[src/rtl/core/assert_macros.svh]
// assertion helpers shared by the core
`ifndef ASSERT_MACROS_SVH
`define ASSERT_MACROS_SVH

// checked property, masked during reset
`define VDC_ASSERT(lbl, clk, rst, prop, msg) \
   lbl: assert property (@(posedge clk) disable iff (rst) (prop)) else $error(msg);

// checked property, also live during reset
`define VDC_ASSERT_ALWAYS(lbl, clk, prop, msg) \
   lbl: assert property (@(posedge clk) (prop)) else $error(msg);

`endif

[src/rtl/core/vdc_pkg.sv]
`default_nettype none
package vdc_pkg;
   localparam int DEF_MAX_KERNEL = 8;
   localparam int DEF_MAX_WIDTH  = 1024;
   localparam int DEF_MAX_HEIGHT = 1024;

   localparam int PIX_W    = 8;
   localparam int COEF_W   = 8;
   localparam int FILT_W   = 22;
   localparam int ACC_W    = 26;
   localparam int STEP_W   = 4;
   localparam int KCOUNT_W = 5;
   localparam int CSR_W    = 11;
   localparam int CSR_IDX_W = 3;
   localparam int N_REGS   = 4;

   localparam logic [CSR_IDX_W-1:0] REG_WIDTH  = 3'd0;
   localparam logic [CSR_IDX_W-1:0] REG_HEIGHT = 3'd1;
   localparam logic [CSR_IDX_W-1:0] REG_KROWS  = 3'd2;
   localparam logic [CSR_IDX_W-1:0] REG_KCOLS  = 3'd3;

   localparam logic OP_LOAD  = 1'b0;
   localparam logic OP_PIXEL = 1'b1;

   // control handed from the sequencer to every cell
   typedef struct packed {
      logic                       load_tap;
      logic [2:0]                 tap_row;
      logic [2:0]                 tap_col;
      logic signed [COEF_W-1:0]   tap_val;
      logic                       shift;
      logic                       clear;
      logic                       mac;
      logic                       row_use;
      logic [STEP_W-1:0]          step;
      logic                       drain;
      logic [KCOUNT_W-1:0]        kcols;
   } vdc_ctl_type;
endpackage
`default_nettype wire

[src/rtl/core/vdc_cell.sv]
`default_nettype none
module vdc_cell import vdc_pkg::*; #(
   parameter int MAX_KERNEL = DEF_MAX_KERNEL,
   parameter int COL        = 0
) (
   input  wire logic                          clock,
   input  wire logic                          reset,
   input  wire vdc_ctl_type                   ctl,
   input  wire logic [MAX_KERNEL*PIX_W-1:0]   column_in,
   output logic      [MAX_KERNEL*PIX_W-1:0]   column_out,
   input  wire logic signed [ACC_W-1:0]       acc_in,
   output logic signed [ACC_W-1:0]            acc_out
);
   localparam int AB = (MAX_KERNEL > 1) ? $clog2(MAX_KERNEL) : 1;

   logic [PIX_W-1:0]         pix_ff [MAX_KERNEL];
   logic signed [COEF_W-1:0] tap_ff [MAX_KERNEL];
   logic signed [ACC_W-1:0]  acc_ff;
   logic [AB-1:0]            idx;
   logic signed [PIX_W+COEF_W:0] prod;
   logic                     use_col;

   // taps of this kernel column, reset to zero
   always_ff @(posedge clock) begin
      if (reset) begin
         for (int a = 0; a < MAX_KERNEL; a++) tap_ff[a] <= '0;
      end else if (ctl.load_tap && (32'(ctl.tap_col) == COL)
                   && (32'(ctl.tap_row) < MAX_KERNEL)) begin
         tap_ff[AB'(ctl.tap_row)] <= ctl.tap_val;
      end
   end

   // window column, handed on to the next cell on each shift
   always_ff @(posedge clock) begin
      if (ctl.shift) begin
         for (int a = 0; a < MAX_KERNEL; a++) pix_ff[a] <= column_in[a*PIX_W +: PIX_W];
      end
   end

   always_comb begin
      for (int a = 0; a < MAX_KERNEL; a++) column_out[a*PIX_W +: PIX_W] = pix_ff[a];
   end

   assign idx     = AB'(ctl.step);
   assign prod    = $signed({1'b0, pix_ff[idx]}) * tap_ff[idx];
   assign use_col = ctl.row_use && (COL < 32'(ctl.kcols));

   always_ff @(posedge clock) begin
      if (ctl.clear) begin
         acc_ff <= '0;
      end else if (ctl.mac) begin
         if (use_col) acc_ff <= acc_ff + ACC_W'(prod);
      end else if (ctl.drain) begin
         acc_ff <= acc_in;
      end
   end

   assign acc_out = acc_ff;
endmodule
`default_nettype wire

[config.mk]
export PLATFORM = sky130hd
export DESIGN_NAME = vdc_cell
export DESIGN_NICKNAME = d
export VERILOG_FILES = /design/src/rtl/core/assert_macros.svh /design/src/rtl/core/vdc_pkg.sv /design/src/rtl/core/vdc_cell.sv
export SDC_FILE = /design/constraint.sdc
export NUM_CORES = 1
export LEC_CHECK = 0
export BUFFER_PORTS_ARGS = -buffer_cell sky130_fd_sc_hd__buf_4
export CAP_MARGIN = 20
export CORE_MARGIN = 1.5
export CORE_UTILIZATION = 40
export CTS_CLUSTER_SIZE = 30
export DETAILED_ROUTE_END_ITERATION = 10
export GPL_TIMING_DRIVEN = 0
export PLACE_DENSITY = 0.63
export SETUP_SLACK_MARGIN = 0.05
export SYNTH_ARGS = -nofsm -noshare
export SYNTH_HDL_FRONTEND = slang
export SYNTH_SLANG_ARGS = --single-unit
[constraint.sdc]
create_clock -name clock -period 7.35 [get_ports clock]
set_input_delay 1.1025 -clock clock [delete_from_list [all_inputs] [get_ports clock]]
set_output_delay 1.1025 -clock clock [all_outputs]
set_load 0.1 [all_outputs]
==> metrics.md <==
| Metric | Value |
|---|---|
| Status | finished clean |
| Initial antenna violation count | 0 |
| Core Region | 0.0245 mm^2 |
| I/O pins | 211 |
| CTS tree | yes |
| Gr usage total | 0.204 |
| GPL Wtd Cong | roughly 0.89 |
| Most used flip-flop cell after synthesis | edfxtp_1 |
| Final WS setup | just under 400 ps |
| Slowest-stage cell, CP | mux4_2 |
| Gr ovfl total | 0 |
| CP Capture Type | flip-flop |
| Final setup violation count | 0 |
| # Post-CTS Setup Buffers | 0 |
| Reg2Reg Setup Slack | 1190 ps |
| Layout cells sized above 1 | 0.296 |
| Max Buffers Root-to-Sink | 2 |
| Area fraction of the dominant cell type after synthesis | 0.382 |
| Hold path depth | 2 |
| Die Y-Extent | about 160 um |
| Fin cells | ~1,400 |
| DRT iter0 DRCs | around 490 |
| Final wirelength | roughly 26,000 um |
| Vias in the first global route | between 7,000 and 8,000 |
| Post-synth top area cell | edfxtp_1 |
| Antenna Nets Post-Route | 0 |
| Setup TNS | 0 ps |
| Fmax | 144 MHz |
| Worst-Skew Late Latency | 440 ps |
| Worst Setup Start Kind | input port |
| Util after Layout | 0.516 |
| First-pass GRT wire length | a little over 40,000 um |
| Critical path, cell by cell | buf_4, buf_2, mux4_2, mux2i_2, nor2_1, fa_1, inv_1, fa_1, inv_1, fa_1, fa_1, fa_1, ha_1, o211ai_1, o21a_1, a211oi_1, o21ai_0, xor2_1, a311oi_1 |
| Antenna fix cells | 0 |
| Starting density of the core | 0.411 |
| Slew headroom | 0.395 |
| Seq/Total Area, Yosys | 0.434 |
| Post-synth top cells | edfxtp_1, ha_1, inv_1 |
| Synth warnings | 0 |
| Input/output buffers | about 210 |
| PostCTS Resize Cnt | 3 |
| Worst VDD drop | around 360 uV |
| Final-stage net count | ~1,300 |
| CTS Buf Count | 17 |
| Sink Count | 154 |
| Count of pins over their slew limit | 0 |
| Hold Fails Final Rpt | 0 |
| Async S/R FF share, synth | 0 |
| Largest net degree at the start of global routing | 65 |
| Pwr Density | roughly 410 mW/mm^2 |
| Clk root buf | clkbuf_16 |
| DR pass1 iterations | 5 |
| Most frequent cell after synthesis | edfxtp_1 |
| Slowest stage delay, CP | between 500 and 600 ps |
| Die ar. | roughly 0.026 mm^2 |
| Cells after DPL | approximately 1,300 |
| Clk slew on worst S/H paths | ~70 ps |
| CP Max Fanout | 10 |
| Vias per cell | 5.26 |
| Reg2reg path depth | 17 |
| Cell mode on critical path | fa_1 |
| WL/cell | about 19 um |
| Seq cells post-synth | approximately 150 |
| Die width | between 150 and 200 um |
| Post-DP Area | approximately 0.012 mm^2 |
| Pleak | about 5.5 nW |
| Row cnt | 57 |
| Distinct cells, synth | 62 |
| Worst Path Arrival | between 7000 and 8000 ps |
| Crit path time final | slightly below 7000 ps |
| RSZ-0062 raised after global routing | false |
| Power, Total | between 5 and 6 mW |
| Syn Std Cell Area | 0.0101 mm^2 |
| Final instance area | 0.0126 mm^2 |
| Worst R2R Start | tap_ff[2][7] |
| Worst Hold Class | reg -> reg |
| H-tree depth reported by CTS | 4 |
| Clock skew | roughly 18 ps |
| Delay-heaviest family, CP | adder cells |
| Kind of critical path | in -> reg |
| DP HPWL | 20,300 um |
| Via count | between 7,000 and 8,000 |
| Critical path buffers and inverters | 4 |
| HP Start | acc_out[6] |
| Worst R2R End | acc_out[18] |
| Synth Net Count | about 1,100 |
| Worst-Margin Slew | ~900 ps |
| DRC | 0 |
| Worst EP required | 7700 ps |
| Max Cap Viol | 0 |
| Most area-consuming cells after synthesis | edfxtp_1, ha_1, fa_1, mux4_2, dfxtp_1 |
| Hold Slack | about 520 ps |
| Mean Syn Cell Area | between 10 and 15 um^2 |
| Syn-to-layout area delta | 25.7% |
| Post-CTS Hold Fix Bufs | 0 |
| Cells after Synth | approximately 800 |
| Fin crit share | 0.947 |
| Hold path endpoint | acc_out[6] |
| Dpl ws | -487 ps |
| Number of synthesized flops with an enable pin | 128 |
[cells by family (layout without fill, tap and decap cells)]
| kind of cell | Yosys count | in the layout | synth area share |
|---|---|---|---|
| flip-flops | 154 | 154 | 0.434 |
| adder cells (fa/ha/maj) | 135 | 135 | 0.206 |
| AO/OA/AOI/OAI | 122 | 122 | 0.0866 |
| AND/OR/NAND/NOR | 236 | 236 | 0.125 |
| buffers and inverters | 94 | 332 | 0.0383 |
| XOR/XNOR | 13 | 13 | 0.0113 |
| multiplexers | 57 | 57 | 0.0983 |
[flip-flops by register name, indices dropped and copies added (netlist names)]
register / cells
acc_out: 26
pix_ff: 64
tap_ff: 64
[worst max-delay path by stage]
stage                      start          end  cells past startpoint
after floorplan           ctl[6]  acc_out[20]                     18
after global placement    ctl[7]  acc_out[20]                     19
after detailed placement  ctl[7]  acc_out[20]                     19
after CTS                 ctl[6]  acc_out[20]                     19
after global routing      ctl[6]  acc_out[25]                     19
final                     ctl[6]  acc_out[18]                     19
[per-layer routing]
layer	global-route usage	vias to the layer above	share of wire
met4	0.0509	0	0.012
li1	-	3412	-
met3	0.0354	25	0.048
met1	0.267	3569	0.43
met5	0	-	0
met2	0.353	222	0.51
[final cells by class]
type                            count  area [um^2]
Inverter                           70          263
Buffer                             24          123
Tap cell                          324          405
Sequential cell                   154         4360
Fill cell                        2161        11800
Multi-Input combinational cell    563         5330
Timing Repair Buffer              206         1550
Clock buffer                       17          425
Clock inverter                     15          178
[tightest hold or removal path: stages (launching register included)]
cell and delay (ps):
dfxtp_1 350, nand2_1 70, a21oi_1 50
[power by group]
group          leakage (nW)  internal, mW  total [mW]  switching (mW)
logic                  3.75          1.21        3.20            2.00
clock network         0.288         0.487       0.903           0.416
registers              1.45          1.03        1.09          0.0601
total                  5.49          2.73        5.20            2.47
[cells in the final DEF, fill, tap and decap left out, types with 7 or more instances in the layout]
cell type / Yosys / layout
fa_1: 51 / 51
mux2i_1: 20 / 14
buf_4: 0 / 206
o211ai_1: 9 / 9
clkbuf_1: 13 / 13
xnor2_1: 7 / 7
a211oi_1: 15 / 15
nor3_1: 8 / 8
inv_1: 70 / 70
nor2_1: 65 / 65
clkbuf_16: 0 / 17
mux4_2: 32 / 32
edfxtp_1: 128 / 128
dfxtp_1: 26 / 26
and2_1: 65 / 65
nand2_1: 24 / 24
o21a_1: 8 / 8
ha_1: 84 / 84
o21ai_0: 14 / 14
buf_2: 8 / 8
nand4_1: 7 / 7
a21oi_1: 28 / 28
nand2b_1: 19 / 19
or2_2: 13 / 13
Power figures use the tool's default switching activity.
